File: src/rtl/addressable_led_frame_driver_unit_assert.svh
// assertion macros for the led frame driver
// used by the top level only; no other dependencies
`ifndef ADDRESSABLE_LED_FRAME_DRIVER_UNIT_ASSERT_SVH
`define ADDRESSABLE_LED_FRAME_DRIVER_UNIT_ASSERT_SVH
`ifndef SYNTH
// condition holds at every edge out of reset
`define ALFD_ASSERT_ALWAYS(label, clk, rst, expr) \
   label: assert property (@(posedge clk) disable iff (rst) (expr)) \
      else $error("led frame driver check failed");
// antecedent implies consequent on the next edge
`define ALFD_ASSERT_NEXT(label, clk, rst, ante, cons) \
   label: assert property (@(posedge clk) disable iff (rst) (ante) |=> (cons)) \
      else $error("led frame driver check failed");
`else
`define ALFD_ASSERT_ALWAYS(label, clk, rst, expr)
`define ALFD_ASSERT_NEXT(label, clk, rst, ante, cons)
`endif
`endif

File: src/rtl/alfd_pkg.sv
// shared types, constants and helpers for the led frame driver
// no dependencies
package alfd_pkg;

   localparam int LED_DEPTH_DEF = 1024;
   localparam int LED_COUNT_W   = 11;
   localparam int TICKS_W       = 15;
   localparam int PIXEL_W       = 24;
   localparam int CSR_INDEX_W   = 3;
   localparam int QUEUE_DEPTH   = 2;
   localparam int QUEUE_PTR_W   = $clog2(QUEUE_DEPTH);
   localparam int QUEUE_CNT_W   = $clog2(QUEUE_DEPTH + 1);
   localparam logic [4:0] BITS_PER_LED = 5'd24;

   localparam logic [LED_COUNT_W-1:0] LED_COUNT_RST  = 11'd1;
   localparam logic [TICKS_W-1:0]     ZERO_HIGH_RST  = 15'd14;
   localparam logic [TICKS_W-1:0]     ZERO_LOW_RST   = 15'd34;
   localparam logic [TICKS_W-1:0]     ONE_HIGH_RST   = 15'd34;
   localparam logic [TICKS_W-1:0]     ONE_LOW_RST    = 15'd14;

   typedef enum logic [1:0] {
      OP_WRITE_PIXEL = 2'd0,
      OP_CLEAR_ALL   = 2'd1,
      OP_REFRESH     = 2'd2,
      OP_TICK        = 2'd3
   } op_type;

   typedef enum logic [CSR_INDEX_W-1:0] {
      REG_LED_COUNT = 3'd0,
      REG_ZERO_HIGH = 3'd1,
      REG_ZERO_LOW  = 3'd2,
      REG_ONE_HIGH  = 3'd3,
      REG_ONE_LOW   = 3'd4
   } reg_index_type;

   typedef enum logic [1:0] {
      ENG_CLEAR,
      ENG_RUN,
      ENG_LOAD
   } eng_state_type;

   typedef struct packed {
      logic [1:0] opcode;
      logic [9:0] led_index;
      logic [7:0] red;
      logic [7:0] green;
      logic [7:0] blue;
   } req_type;

   typedef struct packed {
      logic line_level;
      logic busy_res;
      logic frame_done;
   } rsp_type;

   typedef struct packed {
      op_type             kind;
      logic [9:0]         led_index;
      logic [PIXEL_W-1:0] pixel;
   } cmd_type;

   typedef struct packed {
      logic [LED_COUNT_W-1:0] led_count;
      logic [TICKS_W-1:0]     zero_high_ticks;
      logic [TICKS_W-1:0]     zero_low_ticks;
      logic [TICKS_W-1:0]     one_high_ticks;
      logic [TICKS_W-1:0]     one_low_ticks;
   } cfg_type;

   typedef struct packed {
      logic sending;
      logic clearing;
   } eng_status_type;

   // a zero duration behaves as one tick
   function automatic logic [TICKS_W-1:0] at_least_one(input logic [TICKS_W-1:0] v);
      at_least_one = (v == '0) ? TICKS_W'(1) : v;
   endfunction

endpackage

File: src/rtl/alfd_rsp_queue.sv
// result queue between the engine and the response port
// depends on alfd_pkg
module alfd_rsp_queue
   import alfd_pkg::*;
(
   input  logic    clock,
   input  logic    reset,
   input  logic    push,
   input  rsp_type push_data,
   output logic    full,
   output logic    rsp_empty,
   input  logic    rsp_pop,
   output rsp_type rsp_payload
);

   rsp_type                rsp_q_ff [QUEUE_DEPTH];
   logic [QUEUE_PTR_W-1:0] wr_ptr_ff, wr_ptr_in;
   logic [QUEUE_PTR_W-1:0] rd_ptr_ff, rd_ptr_in;
   logic [QUEUE_CNT_W-1:0] count_ff, count_in;
   logic                   do_push;
   logic                   do_pop;

   assign full        = (count_ff == QUEUE_CNT_W'(QUEUE_DEPTH));
   assign rsp_empty   = (count_ff == '0);
   assign do_push     = push && !full;
   assign do_pop      = rsp_pop && !rsp_empty;
   assign rsp_payload = rsp_q_ff[rd_ptr_ff];

   // pointer and occupancy update
   always_comb begin
      wr_ptr_in = do_push ? wr_ptr_ff + QUEUE_PTR_W'(1) : wr_ptr_ff;
      rd_ptr_in = do_pop  ? rd_ptr_ff + QUEUE_PTR_W'(1) : rd_ptr_ff;
      count_in  = count_ff;
      if (do_push && !do_pop) begin
         count_in = count_ff + QUEUE_CNT_W'(1);
      end else if (do_pop && !do_push) begin
         count_in = count_ff - QUEUE_CNT_W'(1);
      end
   end

   always_ff @(posedge clock) begin
      if (reset) begin
         wr_ptr_ff <= '0;
         rd_ptr_ff <= '0;
         count_ff  <= '0;
      end else begin
         wr_ptr_ff <= wr_ptr_in;
         rd_ptr_ff <= rd_ptr_in;
         count_ff  <= count_in;
      end
   end

   always_ff @(posedge clock) begin
      if (do_push) begin
         rsp_q_ff[wr_ptr_ff] <= push_data;
      end
   end

endmodule

File: config.mk
export PLATFORM = sky130hd
export DESIGN_NAME = alfd_rsp_queue
export DESIGN_NICKNAME = d
export VERILOG_FILES = /design/src/rtl/addressable_led_frame_driver_unit_assert.svh /design/src/rtl/alfd_pkg.sv /design/src/rtl/alfd_rsp_queue.sv
export SDC_FILE = /design/constraint.sdc
export NUM_CORES = 1
export LEC_CHECK = 0
export BUFFER_PORTS_ARGS = -buffer_cell sky130_fd_sc_hd__buf_2
export CORE_AREA = 5 5 42 44
export DETAILED_ROUTE_END_ITERATION = 10
export DIE_AREA = 0 0 47 49
export SYNTH_ARGS = -nofsm -noshare
export SYNTH_HDL_FRONTEND = slang
export SYNTH_SLANG_ARGS = --single-unit
File: constraint.sdc
create_clock -name clock -period 4.44 [get_ports clock]
set_input_delay 0.666 -clock clock [delete_from_list [all_inputs] [get_ports clock]]
set_output_delay 0.666 -clock clock [all_outputs]
set_load 0.02 [all_outputs]
Yosys cells after proc, flatten, opt, wreduce, memory -nomap -nowiden --
Memories as Yosys holds them, arrays and structs flattened. A register that Yosys moved wholly into a read port is not among the register bits. Index checks and enable logic that the tools add are counted.
Cells by class: add/subtract/negate cells 4, equal/unequal tests 1, muxes and demuxes 6, reductions and logical operators 10
Operator list (number):
- logical AND 1 bit | 4
- logical NOT 1 bit | 4
- 2-to-1 mux 1 bit | 4
- 2-to-1 mux 2 bit | 2
- adder 1 bit, second input constant | 2
- adder 2 x 1 -> 2 bit, second input constant | 1
- equality test 2 bit, second input constant | 1
- logical NOT 2 bit | 1
- nonzero test 2 bit | 1
- subtractor 2 x 1 -> 2 bit, second input constant | 1
Word-level totals: bits in registers 4, bits in writable memories 6, input port bits 7, output and inout port bits 5, logic and storage cells 25, memories kept 1
Memory list:
- rsp_q_ff | words 2, width 3, read ports 1, clocked after memory_dff 1, write ports 1, RTL line alfd_rsp_queue.sv:16 | rsp_type rsp_q_ff [QUEUE_DEPTH];

Logic depth before layout (Yosys ltp) --
Gate-level depths: netlist (run 1).
word-level depth 7, depth in mapped cells 6, mapped depth without buffers 6

Least setup slack after synthesis (run 1) --
No wires, ideal clock.
path type input to register, start point input push, end point register count_ff[1], setup time 0.070 ns, data arrival time 1.580 ns, required time 4.370 ns, path slack 2.790 ns, cell stages on the path 5, path buffers 0, cell sequence inv_1 -> nor2_1 -> ha_1 -> or3_1 -> a21oi_1
Between the ends: longest elaborated chain between the ends 4, elaborated cells between the ends (all ways) 6, classes of those cells mux (1); reduce/logical (5)
RTL lines:
- from (decl) | RTL line alfd_rsp_queue.sv:8 | input logic push,
- logical AND 1 bit (*) | RTL line alfd_rsp_queue.sv:25 | assign do_push = push && !full;
- net do_push | RTL line alfd_rsp_queue.sv:20 | logic do_push;
- logical NOT 1 bit | RTL line alfd_rsp_queue.sv:36 | end else if (do_pop && !do_push) begin
- logical AND 1 bit | RTL line alfd_rsp_queue.sv:36
- nonzero test 2 bit (no line)
- to (signal assigned) | RTL line alfd_rsp_queue.sv:49 | count_ff <= count_in;
- to (decl) | RTL line alfd_rsp_queue.sv:19 | logic [QUEUE_CNT_W-1:0] count_ff, count_in;
The timed path passes the listed nets; every way through them passes the cells marked *. A chain may end at the register's enable or synchronous reset.

==> results.cfg, run 1 <==
[layout]
layout-drive-gt1-share_pct = 36.7
final_common_cell = buf_2
layout_common_cells = 11 x buf_2, 6 x edfxtp_1, 5 x nor2_1, 5 x dfxtp_1
nets = 58
syn2layout_area_growth_pct = 23.5
final_core_utilization_pct = 38.0
diodes = 0

[floorplanning]
floorplan.die.height_um = 49
rows = 14
ios = 12
die_area_mm2 = 0.00230
start_util_pct = 30.8
die_x_um = 47
fp.coreArea_mm2 = 0.00140

[worst_hold_path]
worstHoldPathCells = 2
hold_path_class = flop to flop

[routing]
wire_per_inst_um = 11.4
drt-pass1-iter-count = 2
vias = 284
drt-total-wl_um = 738
first_iter_violations = 7
viasPerCell = 4.37
drc = 0
ant_nets = 0

[worst_setup_path]
crit_type = flop to primary output
crit_arrival_ps = 1140
cp_max_fo = 3
cp_data_required_time_ps = 3770
critPathLaunchType = flop
ff2ff_path_depth = 4
critPathCaptureType = primary output

[placed_design]
hpwlAfterDp_um = 554
gp_congestion = 0.633
io_buffers = 11

[yosys]
avgSynthCellArea_um2 = 12.7
synth_cell_types = 12
synth_seq_cells = 11
syn_area_um2 = 432
yosysWarnings = 0
syn-num-nets = 42
syn_inst = 34
ys_seq_area_share_pct = 64.9

[pwr]
power.leakage_nw = 0.227
irDropWorstVdd_mv = 0.222
power_per_cell_area_mw_per_mm2 = 630

[timing]
min_period_ps = 1810
drv_slew = 0
hold_viol = 0
relSlewSlack_pct = 78.5
fin_skew_ps = 3.57
setup_tns_ps = 0
rsz0062_at_grt = false
worst_pin_slew_ps = 319
setup_viol = 0
fmax_ghz = 0.552
min_period_over_period_pct = 40.8

[clock_tree]
clock_latency_ps = 260
cts_htree_levels = 1
cts_resized = 0
cts_root_buffer = clkbuf_4
cts_buffer_depth = 2
cts_tree = done
ctsHoldBuffers = 0
clk_pin_slew_ps = 70
cts_buffers = 3
post_cts.repair.setup_buffers = 0
numClockSinks = 11

[global_routing]
grt_pass1_wl_um = 1110
antenna_found_initial = 0
grt.total_usage_pct = 7.25
grt_max_degree = 7
overflow = 0
grt_pass1_vias = 288

[status]
status = completed

[job]
max-cap-violations = 0
[routing by layer]
metal	share of wire, %	global-route usage (%)
met1	48	7.69
met2	44	9.95
met3	5.6	2.21
met4	1.6	8.29
met5	0	0
[cell type report]
cell class	instances	area, um^2
Inverter	2	7.51
Sequential cell	11	280
Fill cell	152	868
Clock buffer	4	26.3
Timing Repair Buffer	11	55.1
Multi-Input combinational cell	21	144
Tap cell	16	20.0
[power by group]
part           internal (mW)  switching, mW  total (mW)
Clock                 0.0348         0.0310      0.0658
Combinational         0.0511         0.0678       0.119
Sequential             0.133         0.0184       0.151
[state kept, by name (all words and copies together) (netlist names), named ones only]
name / count
rd_ptr_ff: 1
count_ff: 2
rsp_q_ff: 6
wr_ptr_ff: 1
[critical path, cell delays in order, from the launching register on]
cell and delay (ps):
dfxtp_1 380, mux2_2 350, buf_2 160
[cell families after synthesis]
| kind of cell | after synthesis | synth area share (%) |
|---|---|---|
| buf+inv | 2 | 1.74 |
| flops | 11 | 64.9 |
| mux | 3 | 7.83 |
| compound gates | 5 | 5.80 |
| simple gates | 9 | 10.7 |
| fa+ha+maj | 1 | 2.90 |
| xor+xnor | 3 | 6.09 |
[synthesized netlist by cell type]
cell type	n	share of area, %
mux2_2	3	7.8
nor2_1	5	4.3
edfxtp_1	6	42
a21oi_1	2	2.3
ha_1	1	2.9
nor2b_2	1	2.0
or3_1	2	2.9
inv_1	2	1.7
o21ai_0	3	3.5
xor2_1	3	6.1
and2_1	1	1.5
dfxtp_1	5	23
[stage by stage]
| stage | setup slack [ps] | cells | total power [mW] | hold WS (ps) | area, um^2 |
|---|---|---|---|---|---|
| detailed placement | 2630 | 61 | 0.273 | 479 | 507 |
| finish | 2630 | 65 | 0.336 | 485 | 533 |
| global route | 2580 | 65 | 0.357 | 525 | 533 |
| floorplan | 2790 | 34 | 0.237 | 452 | 432 |
| CTS | 2600 | 65 | 0.339 | 490 | 533 |
| global placement | 2640 | 61 | 0.269 | 468 | 507 |
[path summary, 6_finish.rpt]
| check | from | endpoint | slack [ps] |
|---|---|---|---|
| max | flop | rsp_payload[1] | 2630 |
| min | wr_ptr_ff$_SDFFE_PP0P_ | wr_ptr_ff$_SDFFE_PP0P_ | 490 |
| max reg2reg | count_ff[0]$_SDFFE_PP0P_ | count_ff[1]$_SDFFE_PP0P_ | 2840 |
| min reg2reg | wr_ptr_ff$_SDFFE_PP0P_ | wr_ptr_ff$_SDFFE_PP0P_ | 490 |
Note: power is estimated with default switching activity, not from simulation.
==> inputs of run 2 (changes only) <==
- clock period: 4.44 -> 1.5 ns (I/O delays scaled with it)
==> results.cfg, run 2 (synthesis gave the netlist of run 1 again) <==
[status]
status = completed

[worst_setup_path]
r2r_slack_ps = 100
critPathLaunchType = flop
crit_type = flop to flop
crit_arrival_ps = 1590
critPathSlowestCell = or3_1
critPathMaxStageDelay_ps = 370
r2r_end = count_ff[1]$_SDFFE_PP0P_
ff2ff_path_depth = 5
cp_data_required_time_ps = 1690
cp_max_fo = 4
path_cells = nor2b_4 -> nor2_2 -> ha_1 -> or3_1 -> a21oi_1
worstSetupPathDepth = 5
r2r-start = count_ff[1]$_SDFFE_PP0P_
critPathBufInv = 0
critPathCaptureType = flop
crit_family = simple AND/OR/NAND/NOR gates

[global_routing]
antenna_found_initial = 0
grt.total_usage_pct = 6.33
grt_pass1_wl_um = 1040
grt_max_degree = 7
grt_pass1_vias = 267
overflow = 0

[placed_design]
io_buffers = 11
placed_cell_area_um2 = 534
hpwlAfterDp_um = 569
dp_slack_ps = 21.8
gp_congestion = 0.658

[pwr]
power_per_cell_area_mw_per_mm2 = 1870
irDropWorstVdd_mv = 0.792
power.leakage_nw = 0.254
power.total_mw = 1.09

[layout]
final_common_cell = buf_2
fin_area_um2 = 582
largest_reg_flops = 6
layout-drive-gt1-share_pct = 46.3
nets = 63
syn2layout_area_growth_pct = 34.8
largest-register = rsp_q_ff
layout_common_cells = 11 x buf_2, 6 x edfxtp_1, 5 x buf_4
reg_top3 = rsp_q_ff x6, count_ff x2
nFillCells = 144
diodes = 0

[clock_tree]
ctsHoldBuffers = 0
cts_buffers = 3
cts_root_buffer = clkbuf_4
cts_buffer_depth = 2
cts_tree = done
cts_htree_levels = 1
clk_pin_slew_ps = 60
numClockSinks = 11
clock_latency_ps = 260

[routing]
drt-total-wl_um = 697
first_iter_violations = 3
drc = 0
ant_nets = 0
drt-pass1-iter-count = 3
viasPerCell = 4.23
wire_per_inst_um = 9.96
vias = 296

[worst_hold_path]
holdPathEnd = rsp_q_ff[0][1]$_DFFE_PP_
hp-start = push_data[1]
worstHoldPathCells = 1
hold_path_class = input pin to flop

[timing]
setup_slack_ps = 98.9
fmax_ghz = 0.714
min_period_ps = 1400
hold-worst-slack_ps = 160
relSlewSlack_pct = 88.5
min_period_over_period_pct = 93.4
worst_pin_slew_ps = 172
rsz0062_at_grt = false
fin_skew_ps = 2.40
drv_slew = 0
hold_viol = 0
setup_viol = 0
setup_tns_ps = 0

[floorplanning]
rows = 14
fp.coreArea_mm2 = 0.00140
start_util_pct = 30.8
floorplan.die.height_um = 49
die_area_mm2 = 0.00230
ios = 12
die_x_um = 47

[job]
max-cap-violations = 0
run 2: per-stage QoR:
| stage | utilization [%] | instances |
|---|---|---|
| 5_1_grt | 41.5 | 70 |
| 3_5_place_dp | 38.1 | 64 |
| 6_report | 41.5 | 70 |
| 2_1_floorplan | - | 34 |
| 4_1_cts | 40.0 | 68 |
| 3_3_place_gp | 38.1 | 64 |
run 2: cell type report:
cell class	count	area [um^2]	share of cell area, %
sequential	11	284	48.8
multi-input combinational	21	151	26.0
timing repair buffer	16	92.6	15.9
clock buffer	4	26.3	4.52
tap	16	20.0	3.44
inverter	2	7.51	1.29
run 2: what timing repair did:
| action | 4_1_cts | 5_1_grt |
|---|---|---|
| resized for setup | 0 | 4 |
| buffers inserted | 0 | 2 |
| endpoints found under the setup margin | 0 | 1 |
run 2: power by group:
group,switching (mW),internal (mW),leakage [nW],total [mW]
registers,0.0457,0.401,0.0980,0.446
clock network,0.0847,0.102,0.0150,0.187
logic,0.227,0.229,0.141,0.456
run 2: worst max-delay path by stage:
| stage | from | endpoint |
|---|---|---|
| 3_5_place_dp | count_ff[1]$_SDFFE_PP0P_ | count_ff[1]$_SDFFE_PP0P_ |
| 3_3_place_gp | count_ff[1]$_SDFFE_PP0P_ | count_ff[1]$_SDFFE_PP0P_ |
| 6_report | count_ff[1]$_SDFFE_PP0P_ | count_ff[1]$_SDFFE_PP0P_ |
| 4_1_cts | count_ff[1]$_SDFFE_PP0P_ | count_ff[1]$_SDFFE_PP0P_ |
| 5_1_grt | count_ff[1]$_SDFFE_PP0P_ | count_ff[1]$_SDFFE_PP0P_ |
| 2_1_floorplan | count_ff[1]$_SDFFE_PP0P_ | count_ff[1]$_SDFFE_PP0P_ |
run 2: per-layer routing:
metal / track usage, % / vias to the layer above / wire length, um
li1: - / 159 / -
met1: 8.41 / 125 / 339
met2: 7.69 / 12 / 290
met3: 3.32 / 0 / 67
met4: 4.15 / 0 / 0
met5: 0 / - / 0
run 2: worst reg2reg max path: stages (launching register included):
cell     delay (ps)
dfxtp_4         360
nor2b_4         170
nor2_2           50
ha_1            280
or3_1           370
a21oi_1         110
