--- src/rtl/addressable_led_frame_driver_unit_assert.svh ---
// assertion macros for the led frame driver
// used by the top level only; no other dependencies
`ifndef ADDRESSABLE_LED_FRAME_DRIVER_UNIT_ASSERT_SVH
`define ADDRESSABLE_LED_FRAME_DRIVER_UNIT_ASSERT_SVH
`ifndef SYNTH
// condition holds at every edge out of reset
`define ALFD_ASSERT_ALWAYS(label, clk, rst, expr) \
   label: assert property (@(posedge clk) disable iff (rst) (expr)) \
      else $error("led frame driver check failed");
// antecedent implies consequent on the next edge
`define ALFD_ASSERT_NEXT(label, clk, rst, ante, cons) \
   label: assert property (@(posedge clk) disable iff (rst) (ante) |=> (cons)) \
      else $error("led frame driver check failed");
`else
`define ALFD_ASSERT_ALWAYS(label, clk, rst, expr)
`define ALFD_ASSERT_NEXT(label, clk, rst, ante, cons)
`endif
`endif

--- src/rtl/alfd_pkg.sv ---
// shared types, constants and helpers for the led frame driver
// no dependencies
package alfd_pkg;

   localparam int LED_DEPTH_DEF = 1024;
   localparam int LED_COUNT_W   = 11;
   localparam int TICKS_W       = 15;
   localparam int PIXEL_W       = 24;
   localparam int CSR_INDEX_W   = 3;
   localparam int QUEUE_DEPTH   = 2;
   localparam int QUEUE_PTR_W   = $clog2(QUEUE_DEPTH);
   localparam int QUEUE_CNT_W   = $clog2(QUEUE_DEPTH + 1);
   localparam logic [4:0] BITS_PER_LED = 5'd24;

   localparam logic [LED_COUNT_W-1:0] LED_COUNT_RST  = 11'd1;
   localparam logic [TICKS_W-1:0]     ZERO_HIGH_RST  = 15'd14;
   localparam logic [TICKS_W-1:0]     ZERO_LOW_RST   = 15'd34;
   localparam logic [TICKS_W-1:0]     ONE_HIGH_RST   = 15'd34;
   localparam logic [TICKS_W-1:0]     ONE_LOW_RST    = 15'd14;

   typedef enum logic [1:0] {
      OP_WRITE_PIXEL = 2'd0,
      OP_CLEAR_ALL   = 2'd1,
      OP_REFRESH     = 2'd2,
      OP_TICK        = 2'd3
   } op_type;

   typedef enum logic [CSR_INDEX_W-1:0] {
      REG_LED_COUNT = 3'd0,
      REG_ZERO_HIGH = 3'd1,
      REG_ZERO_LOW  = 3'd2,
      REG_ONE_HIGH  = 3'd3,
      REG_ONE_LOW   = 3'd4
   } reg_index_type;

   typedef enum logic [1:0] {
      ENG_CLEAR,
      ENG_RUN,
      ENG_LOAD
   } eng_state_type;

   typedef struct packed {
      logic [1:0] opcode;
      logic [9:0] led_index;
      logic [7:0] red;
      logic [7:0] green;
      logic [7:0] blue;
   } req_type;

   typedef struct packed {
      logic line_level;
      logic busy_res;
      logic frame_done;
   } rsp_type;

   typedef struct packed {
      op_type             kind;
      logic [9:0]         led_index;
      logic [PIXEL_W-1:0] pixel;
   } cmd_type;

   typedef struct packed {
      logic [LED_COUNT_W-1:0] led_count;
      logic [TICKS_W-1:0]     zero_high_ticks;
      logic [TICKS_W-1:0]     zero_low_ticks;
      logic [TICKS_W-1:0]     one_high_ticks;
      logic [TICKS_W-1:0]     one_low_ticks;
   } cfg_type;

   typedef struct packed {
      logic sending;
      logic clearing;
   } eng_status_type;

   // a zero duration behaves as one tick
   function automatic logic [TICKS_W-1:0] at_least_one(input logic [TICKS_W-1:0] v);
      at_least_one = (v == '0) ? TICKS_W'(1) : v;
   endfunction

endpackage

--- src/rtl/alfd_front.sv ---
// front end: accepts request transactions, decodes them into commands
// and holds them in a short queue; depends on alfd_pkg
module alfd_front
   import alfd_pkg::*;
(
   input  logic    clock,
   input  logic    reset,
   input  logic    req_push,
   output logic    req_full,
   input  req_type req_payload,
   output logic    cmd_valid,
   output cmd_type cmd,
   input  logic    cmd_pop
);

   cmd_type                cmd_q_ff [QUEUE_DEPTH];
   logic [QUEUE_PTR_W-1:0] wr_ptr_ff, wr_ptr_in;
   logic [QUEUE_PTR_W-1:0] rd_ptr_ff, rd_ptr_in;
   logic [QUEUE_CNT_W-1:0] count_ff, count_in;
   cmd_type                decoded;
   logic                   do_push;
   logic                   do_pop;

   // classify the opcode and pack the color as green, red, blue
   always_comb begin
      decoded.led_index = req_payload.led_index;
      decoded.pixel     = {req_payload.green, req_payload.red, req_payload.blue};
      case (req_payload.opcode)
         OP_WRITE_PIXEL: decoded.kind = OP_WRITE_PIXEL;
         OP_CLEAR_ALL:   decoded.kind = OP_CLEAR_ALL;
         OP_REFRESH:     decoded.kind = OP_REFRESH;
         OP_TICK:        decoded.kind = OP_TICK;
         default:        decoded.kind = OP_TICK;
      endcase
   end

   // queue pointers
   assign req_full  = (count_ff == QUEUE_CNT_W'(QUEUE_DEPTH));
   assign cmd_valid = (count_ff != '0);
   assign do_push   = req_push && !req_full;
   assign do_pop    = cmd_pop && cmd_valid;
   assign cmd       = cmd_q_ff[rd_ptr_ff];

   always_comb begin
      wr_ptr_in = do_push ? wr_ptr_ff + QUEUE_PTR_W'(1) : wr_ptr_ff;
      rd_ptr_in = do_pop  ? rd_ptr_ff + QUEUE_PTR_W'(1) : rd_ptr_ff;
      count_in  = count_ff;
      if (do_push && !do_pop) begin
         count_in = count_ff + QUEUE_CNT_W'(1);
      end else if (do_pop && !do_push) begin
         count_in = count_ff - QUEUE_CNT_W'(1);
      end
   end

   always_ff @(posedge clock) begin
      if (reset) begin
         wr_ptr_ff <= '0;
         rd_ptr_ff <= '0;
         count_ff  <= '0;
      end else begin
         wr_ptr_ff <= wr_ptr_in;
         rd_ptr_ff <= rd_ptr_in;
         count_ff  <= count_in;
      end
   end

   // queue storage
   always_ff @(posedge clock) begin
      if (do_push) begin
         cmd_q_ff[wr_ptr_ff] <= decoded;
      end
   end

endmodule

--- config.mk ---
export PLATFORM = sky130hd
export DESIGN_NAME = alfd_front
export DESIGN_NICKNAME = d
export VERILOG_FILES = /design/src/rtl/addressable_led_frame_driver_unit_assert.svh /design/src/rtl/alfd_pkg.sv /design/src/rtl/alfd_front.sv
export SDC_FILE = /design/constraint.sdc
export NUM_CORES = 1
export LEC_CHECK = 0
export BUFFER_PORTS_ARGS = -buffer_cell sky130_fd_sc_hd__buf_2
export CORE_MARGIN = 2
export CORE_UTILIZATION = 50
export DETAILED_ROUTE_END_ITERATION = 16
export PLACE_DENSITY = 0.88
export REMOVE_ABC_BUFFERS = 1
export SETUP_SLACK_MARGIN = 0.5
export SYNTH_ARGS = -nofsm -noshare
export SYNTH_HDL_FRONTEND = slang
export SYNTH_SLANG_ARGS = --single-unit
--- constraint.sdc ---
create_clock -name clock -period 2.22 [get_ports clock]
set_input_delay 0.333 -clock clock [delete_from_list [all_inputs] [get_ports clock]]
set_output_delay 0.333 -clock clock [all_outputs]
set_load 0.05 [all_outputs]
# Word level (Yosys, flattened, before mapping)
# Memories as Yosys holds them, arrays and structs flattened. A register that Yosys moved wholly into a read port is not among the register bits.
# Cells that the tools add are included.
[op_classes]
addsub = 4
eq_ne = 4
n_mux = 7
n_reduce_logical = 10
[ops]
columns = ["op", "count"]
rows = [
  ["$pmux 2 s4", 1],
  ["$eq 2x2->1 const B", 3],
  ["$logic_and 1x1->1", 4],
  ["$mux 1", 4],
  ["$mux 2", 2],
  ["$reduce_bool 2->1", 2],
  ["$logic_not 1->1", 3],
  ["$add 1x1->1 const B", 2],
  ["$add 2x1->2 const B", 1],
  ["$eq 2x1->1 const B", 1],
  ["$logic_not 2->1", 1],
  ["$sub 2x1->2 const B", 1],
]
[totals]
register_bits = 4
ram_bits = 72
in_bits = 40
output_inout_bits = 38
word_cells = 29
n_memories = 1
[memory_table]
columns = ["name", "depth", "width", "read_ports", "rd_clocked_by_memory_dff", "write_ports", "line_no", "rtl"]
rows = [
  ["cmd_q_ff", 2, 36, 1, 1, 1, "alfd_front.sv:16", "cmd_type cmd_q_ff [QUEUE_DEPTH];"],
]

# Logic depth before layout (Yosys ltp)
# Gate-level depths: netlist of the first run.
[logic_depth]
word_depth = 7
mapped_depth = 6
depth_no_buf = 6

# Least setup slack after synthesis of the first run
# OpenSTA, ideal clock, no wires.
[synth_timing]
kind = "reg2reg"
start = "reg count_ff[1]"
end = "mem cmd_q_ff[0][0] in the netlist's numbering, enable pin"
setup_time_ns = 0.391
arrival_time_ns = 1.636
required_ns = 1.829
setup_slack_ns = 0.194
path_stages_with_launch = 4
path_buffers = 0
period_less_slack_ns = 2.026
path_cell_list = "dfxtp_1 nor2b_2 or3_1 inv_1"
[synth_via]
elab_chain_len = 5
[synth_rtl]
columns = ["element", "line_no", "rtl"]
rows = [
  ["start, declared", "alfd_front.sv:19", "logic [QUEUE_CNT_W-1:0] count_ff, count_in;"],
  ["start signal, assigned", "alfd_front.sv:63", "count_ff <= count_in;"],
  ["$eq 2x2->1", "alfd_front.sv:38", "assign req_full = (count_ff == QUEUE_CNT_W'(QUEUE_DEPTH));"],
  ["net req_full", "alfd_front.sv:9", "output logic req_full,"],
  ["$logic_not 1->1", "alfd_front.sv:40", "assign do_push = req_push && !req_full;"],
  ["$logic_and 1x1->1", "alfd_front.sv:40", ""],
  ["$mux 1", "alfd_front.sv:69", "if (do_push) begin"],
  ["$mux 1 (not written as such)", "alfd_front.sv:70", "cmd_q_ff[wr_ptr_ff] <= decoded;"],
  ["end, declared", "alfd_front.sv:16", ""],
]
# The timed path passes the listed nets, and every way through them passes these cells.

==> impl_metrics.toml, run 1 <==
[timing]
hold_viol = 0
setup_viol = 0
max_freq_mhz = 552.9
fin_crit_sh_pct = 81.46
slew_violations = 0
worstMarginPinSlew_ps = 425.6
tns_ps = 0
period_minus_slack_ps = 1809
rsz0062_at_grt = "yes"
relSlewSlack_pct = 71.63
clock_skew_ps = 8.875

[layout]
fin_area_um2 = 3955
drive_gt1_share_pct = 59.40
final_cells = 306
n_antenna_cell = 0
nets = 270
post-route-util_pct = 72.27
syn_to_final_growth_pct = 40.12

[grt]
grt_pass1_vias = 1488
grt_max_degree = 22
grt_first_pass_wirelength_mm = 7.286
overflow = 0
antenna_found_initial = 0
track_usage_pct = 16.29

[power]
cellPowerDensity_nw_per_um2 = 1361
p_leak_nw = 1.533
ir_drop_mv = 0.8257

[critical_path]
critPathMaxStageDelay_ps = 440
critPathTopFamily = "flip-flops"
path_buf_inv = 2
path_cells = "clkbuf_16, mux2_2, buf_6"
critPathMaxFanout = 8
critPathArrivalTime_ps = 1480
ff2ff_setup_slack_ps = 630
critPathKind = "flip-flop to primary output"
cp.required_ps = 1890
endpoint_kind = "primary output"
cp_slowest_cell = "dfxtp_4"
startpoint_type = "flip-flop"

[routing]
vias = 1552
vias_per_cell = 5.072
initialDrtViolationCount = 67
drc = 0
drt_first_pass_iters = 4
ant_nets = 0
postRouteWirelength_mm = 5.665
wire_per_inst_um = 18.51

[die]
dieWidth_um = 79.14
die_h_um = 79.14
rows = 27
initial_core_util_pct = 51.58
io_pins = 78
dieArea_um2 = 6262
core-area_um2 = 5473

[yosys]
yosysSeqAreaShare_pct = 80.14
ys_types = 16
ys_async_sr_fraction_pct = 0
synth-edff-count = 72
synth-main-ff-cell = "edfxtp_1"
syn_area_um2 = 2823
yosys-top-cells-count = "edfxtp_1 (72), mux2_2 (36), dfxtp_1 (5), nor2_1 (4)"
synth_area_leaders = "edfxtp_1 (77%), mux2_2 (14%), dfxtp_1 (3.5%), xor2_1 (0.93%), buf_4 (0.80%)"
yosys_warnings = 0
synth_seq_cells = 77
synth_top_cell_by_area = "edfxtp_1"
synthCells = 139
synth_top_area_share_pct = 76.60
synth_most_common_cell = "edfxtp_1"
synth.avg_cell_area_um2 = 20.31

[clock_network]
cts_root_buffer = "clkbuf_8"
clk_path_buf_depth = 2
cts_sinks = 77
cts_tree = "done"
worstSkewPairLatency_ps = 340
cts_max_level = 3
cts_made_buffers = 9
clkTransAtPathRegs_ps = 80
cts_hold_buf = 0

[flow_run]
drv_cap = 0

[placement]
place_congestion = 0.7236
place_hpwl_mm = 3.119
placed_area_um2 = 3321
numPortBuffers = 77
dpl.cell_count = 286

[run_status]
outcome = "finished clean"

[hold_path]
hold_class = "primary input to flip-flop"
==> power breakdown <==
part	leakage, nW	internal [W]	total (W)	switching [W]
clock	0.100	0.000631	0.00112	0.000489
combinational	0.719	0.000976	0.00234	0.00136
sequential	0.714	0.00183	0.00192	0.0000910
==> metrics by stage <==
step | power (W) | setup slack [ps] | hold slack [ps]
after detailed placement | 0.003671 | 619.1 | 494.2
after global placement | 0.003640 | 676.9 | 475.9
final | 0.005381 | 411.5 | 179.0
after global routing | 0.005566 | 367.3 | 161.0
after floorplan | 0.003260 | 193.6 | 402.1
after CTS | 0.004968 | 404.6 | 167.3
==> layout make-up <==
type	count	area, um^2
sequential	77	2266
fill	326	1518
timing repair buffer	85	789.5
multi-input combinational	54	586.8
clock buffer	10	127.6
tap	72	90.09
clock inverter	6	87.58
inverter	2	7.507
==> metal layers <==
| layer | wire [um] | vias to the layer above | GRT usage (%) |
|---|---|---|---|
| li1 | - | 717 | - |
| met1 | 2307 | 762 | 19.89 |
| met2 | 2933 | 62 | 26.61 |
| met3 | 338 | 11 | 4.091 |
| met4 | 85 | 0 | 8.966 |
| met5 | 0 | - | 0 |
==> worst paths after layout <==
kind | to | depth (start not counted) | start
min | cmd_q_ff[0][3]$_DFFE_PP_ | 1 | req_payload[3]
min reg2reg | count_ff[1]$_SDFFE_PP0P_ | 2 | count_ff[1]$_SDFFE_PP0P_
max reg2reg | cmd_q_ff[1][7]$_DFFE_PP_ | 4 | count_ff[0]$_SDFFE_PP0P_
max | cmd[2] | 3 | flip-flop
==> cell usage in the layout (no fill, tap or decap) <==
cell type and n:
dfxtp_1 4, clkinvlp_4 2, clkbuf_8 9, ha_1 1
buf_12 2, or3_1 2, a21oi_1 2, dfxtp_4 1
buf_8 17, edfxtp_1 72, clkinv_4 1, and2_2 1
buf_2 42, clkinv_1 1, buf_6 13, bufinv_16 2
clkbuf_1 1, o21ai_0 3, or2_2 1, buf_4 8
buf_16 1, nor2b_2 1, inv_1 2, xor2_1 3
mux2_4 18, clkbuf_16 2, mux2_2 18, nor2_1 4
==> repair_timing <==
item                                    CTS  global route
resized for setup                        35            69
buffers inserted                          1             0
gates cloned                              1             2
endpoints found under the setup margin   33            35
endpoints found under the hold margin     0             0
==> cell families after synthesis <==
kind of cell	synth area share, %
AND/OR/NAND/NOR	1.729
XOR/XNOR	0.9310
flip-flops	80.14
multiplexers	14.36
adder cells (fa/ha/maj)	0.4432
AO/OA/AOI/OAI	0.8864
buffers and inverters	1.507
==> flip-flops by register name (all words and copies together), names as in the netlist, named ones only <==
signal / count
cmd_q_ff: 72
count_ff: 2
rd_ptr_ff: 1
wr_ptr_ff: 1
Note: power is estimated with default switching activity, not from simulation.
==> run 2, diff against run 1 <==
ABC_AREA = 1   (was not set)
PLACE_DENSITY = 0.87   (was 0.88)
clock period = 1.8 ns   (was 2.22 ns; I/O delays follow)
==> run 2 against run 1 <==
- core utilization is 4.1 points higher
- largest power group unchanged
- die area grew 6.1%
- sequential share of layout area down 6.5 points
- worst hold slack lost 72 ps
- clock skew increased by 8.8 ps
- count of clock-buffer cells in the layout unchanged
==> impl_metrics.toml, run 2 <==
[yosys]
synthCells = 151
ys_async_sr_fraction_pct = 0
synth_top_area_share_pct = 72.00
synth_area_leaders = "edfxtp_1 (72%), mux2_4 (15%), dfxtp_1 (3.3%), mux2_2 (2.2%), buf_12 (2.0%)"
synth_top_cell_by_area = "edfxtp_1"
yosys_warnings = 0
yosysSeqAreaShare_pct = 75.33
synth.avg_cell_area_um2 = 19.89
synth_most_common_cell = "edfxtp_1"
synth_seq_cells = 77
synth-main-ff-cell = "edfxtp_1"
syn_area_um2 = 3003
ys_types = 16
yosys-top-cells-count = "edfxtp_1 (72), mux2_4 (30), inv_1 (8), nor2_1 (8), nand2_1 (7)"
synth-edff-count = 72

[hold_path]
holdPathEnd = "cmd_q_ff[0][2]$_DFFE_PP_"
hp-start = "req_payload[2]"
hold_class = "primary input to flip-flop"
holdPathStages = 1

[critical_path]
critPathMaxFanout = 4
ff2ff_setup_slack_ps = 390
path_buf_inv = 3
cp.required_ps = 1530
r2r_end = "cmd_q_ff[1][6]$_DFFE_PP_"
startpoint_type = "flip-flop"
cp_slowest_cell = "dfxtp_4"
critPathTopFamily = "buffers and inverters"
critPathKind = "flip-flop to primary output"
path_cells = "buf_12, clkbuf_16, mux2_4, buf_6"
endpoint_kind = "primary output"
reg2reg_depth = 7
critPathArrivalTime_ps = 1500
r2r_start = "count_ff[1]$_SDFFE_PP0P_"
critPathMaxStageDelay_ps = 400

[placement]
place_congestion = 0.6580
numPortBuffers = 77
place_hpwl_mm = 3.116

[layout]
drive_gt1_share_pct = 64.04
nets = 303
reg_top3 = "cmd_q_ff (72), count_ff (2)"
largest_reg_flops = 72
final_cell_mix = "edfxtp_1 (72), buf_6 (39), buf_2 (39)"
regMostFlops = "cmd_q_ff"
n_antenna_cell = 0
syn_to_final_growth_pct = 48.79
final_common_cell = "edfxtp_1"

[die]
dieArea_um2 = 6641
initial_core_util_pct = 51.33
io_pins = 78
rows = 28
core-area_um2 = 5851
dieWidth_um = 81.50
die_h_um = 81.50

[power]
design_power_total_w = 0.007134
ir_drop_mv = 0.9319
cellPowerDensity_nw_per_um2 = 1597
p_leak_nw = 1.794

[timing]
rsz0062_at_grt = "yes"
setup_viol = 0
max_freq_mhz = 565.3
fin_crit_sh_pct = 98.28
clock_skew_ps = 17.71
hold_viol = 0
slew_violations = 0
tns_ps = 0
period_minus_slack_ps = 1769
worstMarginPinSlew_ps = 221.1
relSlewSlack_pct = 85.26

[clock_network]
worstSkewPairLatency_ps = 350
cts_hold_buf = 0
cts_tree = "done"
cts_max_level = 3
cts_sinks = 77
cts_made_buffers = 9
cts_root_buffer = "clkbuf_8"
clk_path_buf_depth = 2
clkTransAtPathRegs_ps = 90

[routing]
ant_nets = 0
drt_first_pass_iters = 4
vias_per_cell = 5.088
postRouteWirelength_mm = 7.155
wire_per_inst_um = 20.92
initialDrtViolationCount = 107
drc = 0
vias = 1740

[grt]
track_usage_pct = 17.34
grt_pass1_vias = 1651
grt_first_pass_wirelength_mm = 8.024
grt_max_degree = 37
antenna_found_initial = 0
overflow = 0

[flow_run]
drv_cap = 0

[run_status]
outcome = "finished clean"
-- run 2: report_power, final --
group / leakage, nW / total [W] / internal [W] / switching [W]
logic: 0.966 / 0.00321 / 0.00146 / 0.00175
registers: 0.714 / 0.00241 / 0.00228 / 0.000130
clock network: 0.113 / 0.00152 / 0.000909 / 0.000610
-- run 2: routing by layer --
metal	vias to the layer above	part of all wire, %	track usage (%)
met5	-	0	0
met4	0	1.1	8.644
met3	7	6.5	4.286
met2	75	55	31.64
li1	796	-	-
met1	862	37	18.57
-- run 2: cell type report --
class / count / area, um^2
flip-flops and latches: 77 / 2271
fillers: 322 / 1383
multi-input cells: 60 / 696.9
clock inverters: 6 / 101.3
repair buffers: 106 / 1142
inverters: 8 / 35.03
well taps: 75 / 93.84
clock buffers: 10 / 127.6
-- run 2: kinds of logic (layout without fill, tap and decap cells) --
logic type / Yosys count / after routing / synth area share (%)
AO/OA/AOI/OAI: 5 / 5 / 0.9584
adder cells (fa/ha/maj): 1 / 1 / 0.4166
buffers and inverters: 14 / 130 / 3.625
flip-flops: 77 / 77 / 75.33
multiplexers: 36 / 36 / 17.25
AND/OR/NAND/NOR: 18 / 18 / 2.417
-- run 2: metrics by stage --
step | worst slack [ps] | cells | hold slack [ps] | util [%] | area [um^2]
2_1_floorplan | -624.7 | 145 | 368.9 | - | 2924
3_3_place_gp | 365.2 | 300 | 456.9 | 59.47 | 3480
3_5_place_dp | 255.1 | 300 | 461.2 | 59.47 | 3480
4_1_cts | 43.57 | 322 | 104.5 | 70.02 | 4096
5_1_grt | -18.40 | 342 | 94.12 | 76.37 | 4468
6_report | 30.95 | 342 | 107.0 | 76.37 | 4468
-- run 2: how the worst max path moves through the flow --
stage                              from  slack, ps  cells after the start                        to
2_1_floorplan  count_ff[1]$_SDFFE_PP0P_       -620                      3  cmd_q_ff[1][0]$_DFFE_PP_
3_3_place_gp                  flip-flop        370                      3                   cmd[23]
3_5_place_dp   count_ff[1]$_SDFFE_PP0P_        260                      8  count_ff[1]$_SDFFE_PP0P_
4_1_cts                       flip-flop         40                      4                    cmd[9]
5_1_grt                       flip-flop        -20                      4                   cmd[17]
6_report                      flip-flop         30                      4                    cmd[5]
-- run 2: timing repair --
item	in CTS	in global routing
buffers inserted	3	7
setup endpoints to repair	40	112
gates resized for setup	85	18
pin swaps	1	4
cloned	3	13
==> run 3, diff against run 2 <==
CORE_ASPECT_RATIO = 1.25   (was not set)
==> run 3 against run 2 <==
- routed wire length down 23%
- worst hold slack better by 4.1 ps
- count of clock-buffer cells in the layout did not move
- critical path depth decreased by 1
- largest power group unchanged
- final area is 7.1% lower
- fmax grew 2.5%
==> impl_metrics.toml, run 3 (synthesis results as in run 2) <==
[run_status]
outcome = "finished clean"

[critical_path]
critPathMaxFanout = 14
path_cells = "buf_12, mux2_4, buf_4"
reg2reg_depth = 7
r2r_end = "cmd_q_ff[0][30]$_DFFE_PP_"
cp_slowest_cell = "dfxtp_4"
critPathArrivalTime_ps = 1460
critPathMaxStageDelay_ps = 420
ff2ff_setup_slack_ps = 440
cp.required_ps = 1530
startpoint_type = "flip-flop"
endpoint_kind = "primary output"
r2r_start = "count_ff[1]$_SDFFE_PP0P_"
critPathKind = "flip-flop to primary output"

[die]
die_h_um = 90.65
dieWidth_um = 73.32
dieArea_um2 = 6646
rows = 31
io_pins = 78
core-area_um2 = 5818
initial_core_util_pct = 51.61

[timing]
setup_viol = 0
tns_ps = 0
clock_skew_ps = 9.633
worstMarginPinSlew_ps = 206.1
max_freq_mhz = 579.7
fin_crit_sh_pct = 95.84
period_minus_slack_ps = 1725
hold-worst-slack_ps = 111.1
rsz0062_at_grt = "yes"
slew_violations = 0
relSlewSlack_pct = 86.26
hold_viol = 0

[routing]
ant_nets = 0
postRouteWirelength_mm = 5.512
vias = 1621
wire_per_inst_um = 16.96
initialDrtViolationCount = 91
drt_first_pass_iters = 4
drc = 0
vias_per_cell = 4.988

[placement]
place_congestion = 0.7712
numPortBuffers = 77
place_hpwl_mm = 3.140

[grt]
grt_pass1_vias = 1579
track_usage_pct = 15.28
grt_first_pass_wirelength_mm = 7.410
globalRouteMet3Util_pct = 3.571
gr-usage-met2_pct = 25.08
grt_max_degree = 37
antenna_found_initial = 1
grtUsageMet1_pct = 17.15
overflow = 0
grt_busiest_layer = "met2"

[hold_path]
holdPathEnd = "cmd_q_ff[0][23]$_DFFE_PP_"
holdPathStages = 1
hp-start = "req_payload[15]"
hold_class = "primary input to flip-flop"

[power]
cellPowerDensity_nw_per_um2 = 1588
ir_drop_mv = 1.240
p_leak_nw = 1.661

[clock_network]
clkTransAtPathRegs_ps = 80
cts_max_level = 3
cts_root_buffer = "clkbuf_8"
worstSkewPairLatency_ps = 340
cts_sinks = 77
cts_made_buffers = 9
cts_tree = "done"
clk_path_buf_depth = 2

[layout]
fillers = 372
reg_top3 = "cmd_q_ff (72), count_ff (2)"
drive_gt1_share_pct = 63.32
largest_reg_flops = 72
syn_to_final_growth_pct = 38.25
multi_input_area_um2 = 689.4
regArea_um2 = 2271
nets = 295
regMostFlops = "cmd_q_ff"
final_cell_mix = "edfxtp_1 (72), buf_2 (39), mux2_4 (30)"
post-route-util_pct = 71.35
n_antenna_cell = 0
final_common_cell = "edfxtp_1"

[flow_run]
drv_cap = 0
-- run 3: cell types whose count changed in the layout (fill, tap and decap cells not counted), sizes merged --
cell	before	now
clkbuf	18	14
bufinv	3	2
clkinvlp	0	3
clkinv	3	1
buf	98	94
-- run 3: where the power goes --
part	internal [W]	switching [W]	total (W)
registers	0.00227	0.000114	0.00239
clock network	0.000778	0.000615	0.00139
logic	0.00121	0.00160	0.00281
-- run 3: area by class of cell --
| cell class | count | share of cell area, % |
|---|---|---|
| Clock buffer | 10 | 3.074 |
| Clock inverter | 6 | 2.110 |
| Inverter | 8 | 0.7836 |
| Multi-Input combinational cell | 60 | 16.61 |
| Sequential cell | 77 | 54.70 |
| Tap cell | 66 | 1.989 |
| Timing Repair Buffer | 98 | 20.74 |
-- run 3: critical path, delay by kind of cell, from the launching register on --
family                 cells  cell delay, ps
DFF                        1             420
buffers and inverters      2             370
muxes                      1             320
-- run 3: worst max path at each step --
stage	slack, ps	start	cells after the start	end
floorplan	-620	count_ff[1]$_SDFFE_PP0P_	3	cmd_q_ff[1][0]$_DFFE_PP_
global placement	310	flip-flop	3	cmd[29]
detailed placement	260	count_ff[1]$_SDFFE_PP0P_	9	count_ff[1]$_SDFFE_PP0P_
CTS	60	flip-flop	3	cmd[31]
global route	40	flip-flop	3	cmd[9]
finish	70	flip-flop	3	cmd[9]
-- run 3: routing by layer --
metal	vias up	wire (um)
li1	779	-
met1	773	2032
met2	54	3059
met3	13	250
met4	2	163
met5	-	7
-- run 3: repair_timing --
action | CTS | global route
pin swaps | 1 | 5
setup endpoints to repair | 40 | 112
hold buffers | 0 | 0
endpoints found under the hold margin | 0 | 0
buffers inserted | 2 | 8
gates cloned | 0 | 7
gates resized for setup | 56 | 21
-- run 3: per-stage QoR --
stage	std cells	worst slack (ps)	power [W]	instance area, um^2
finish	325	74.93	0.006593	4151
global route	325	39.15	0.006823	4151
CTS	310	55.71	0.006222	3877
detailed placement	292	259.0	0.004545	3488
global placement	292	307.1	0.004501	3488
floorplan	145	-624.7	0.004062	2924
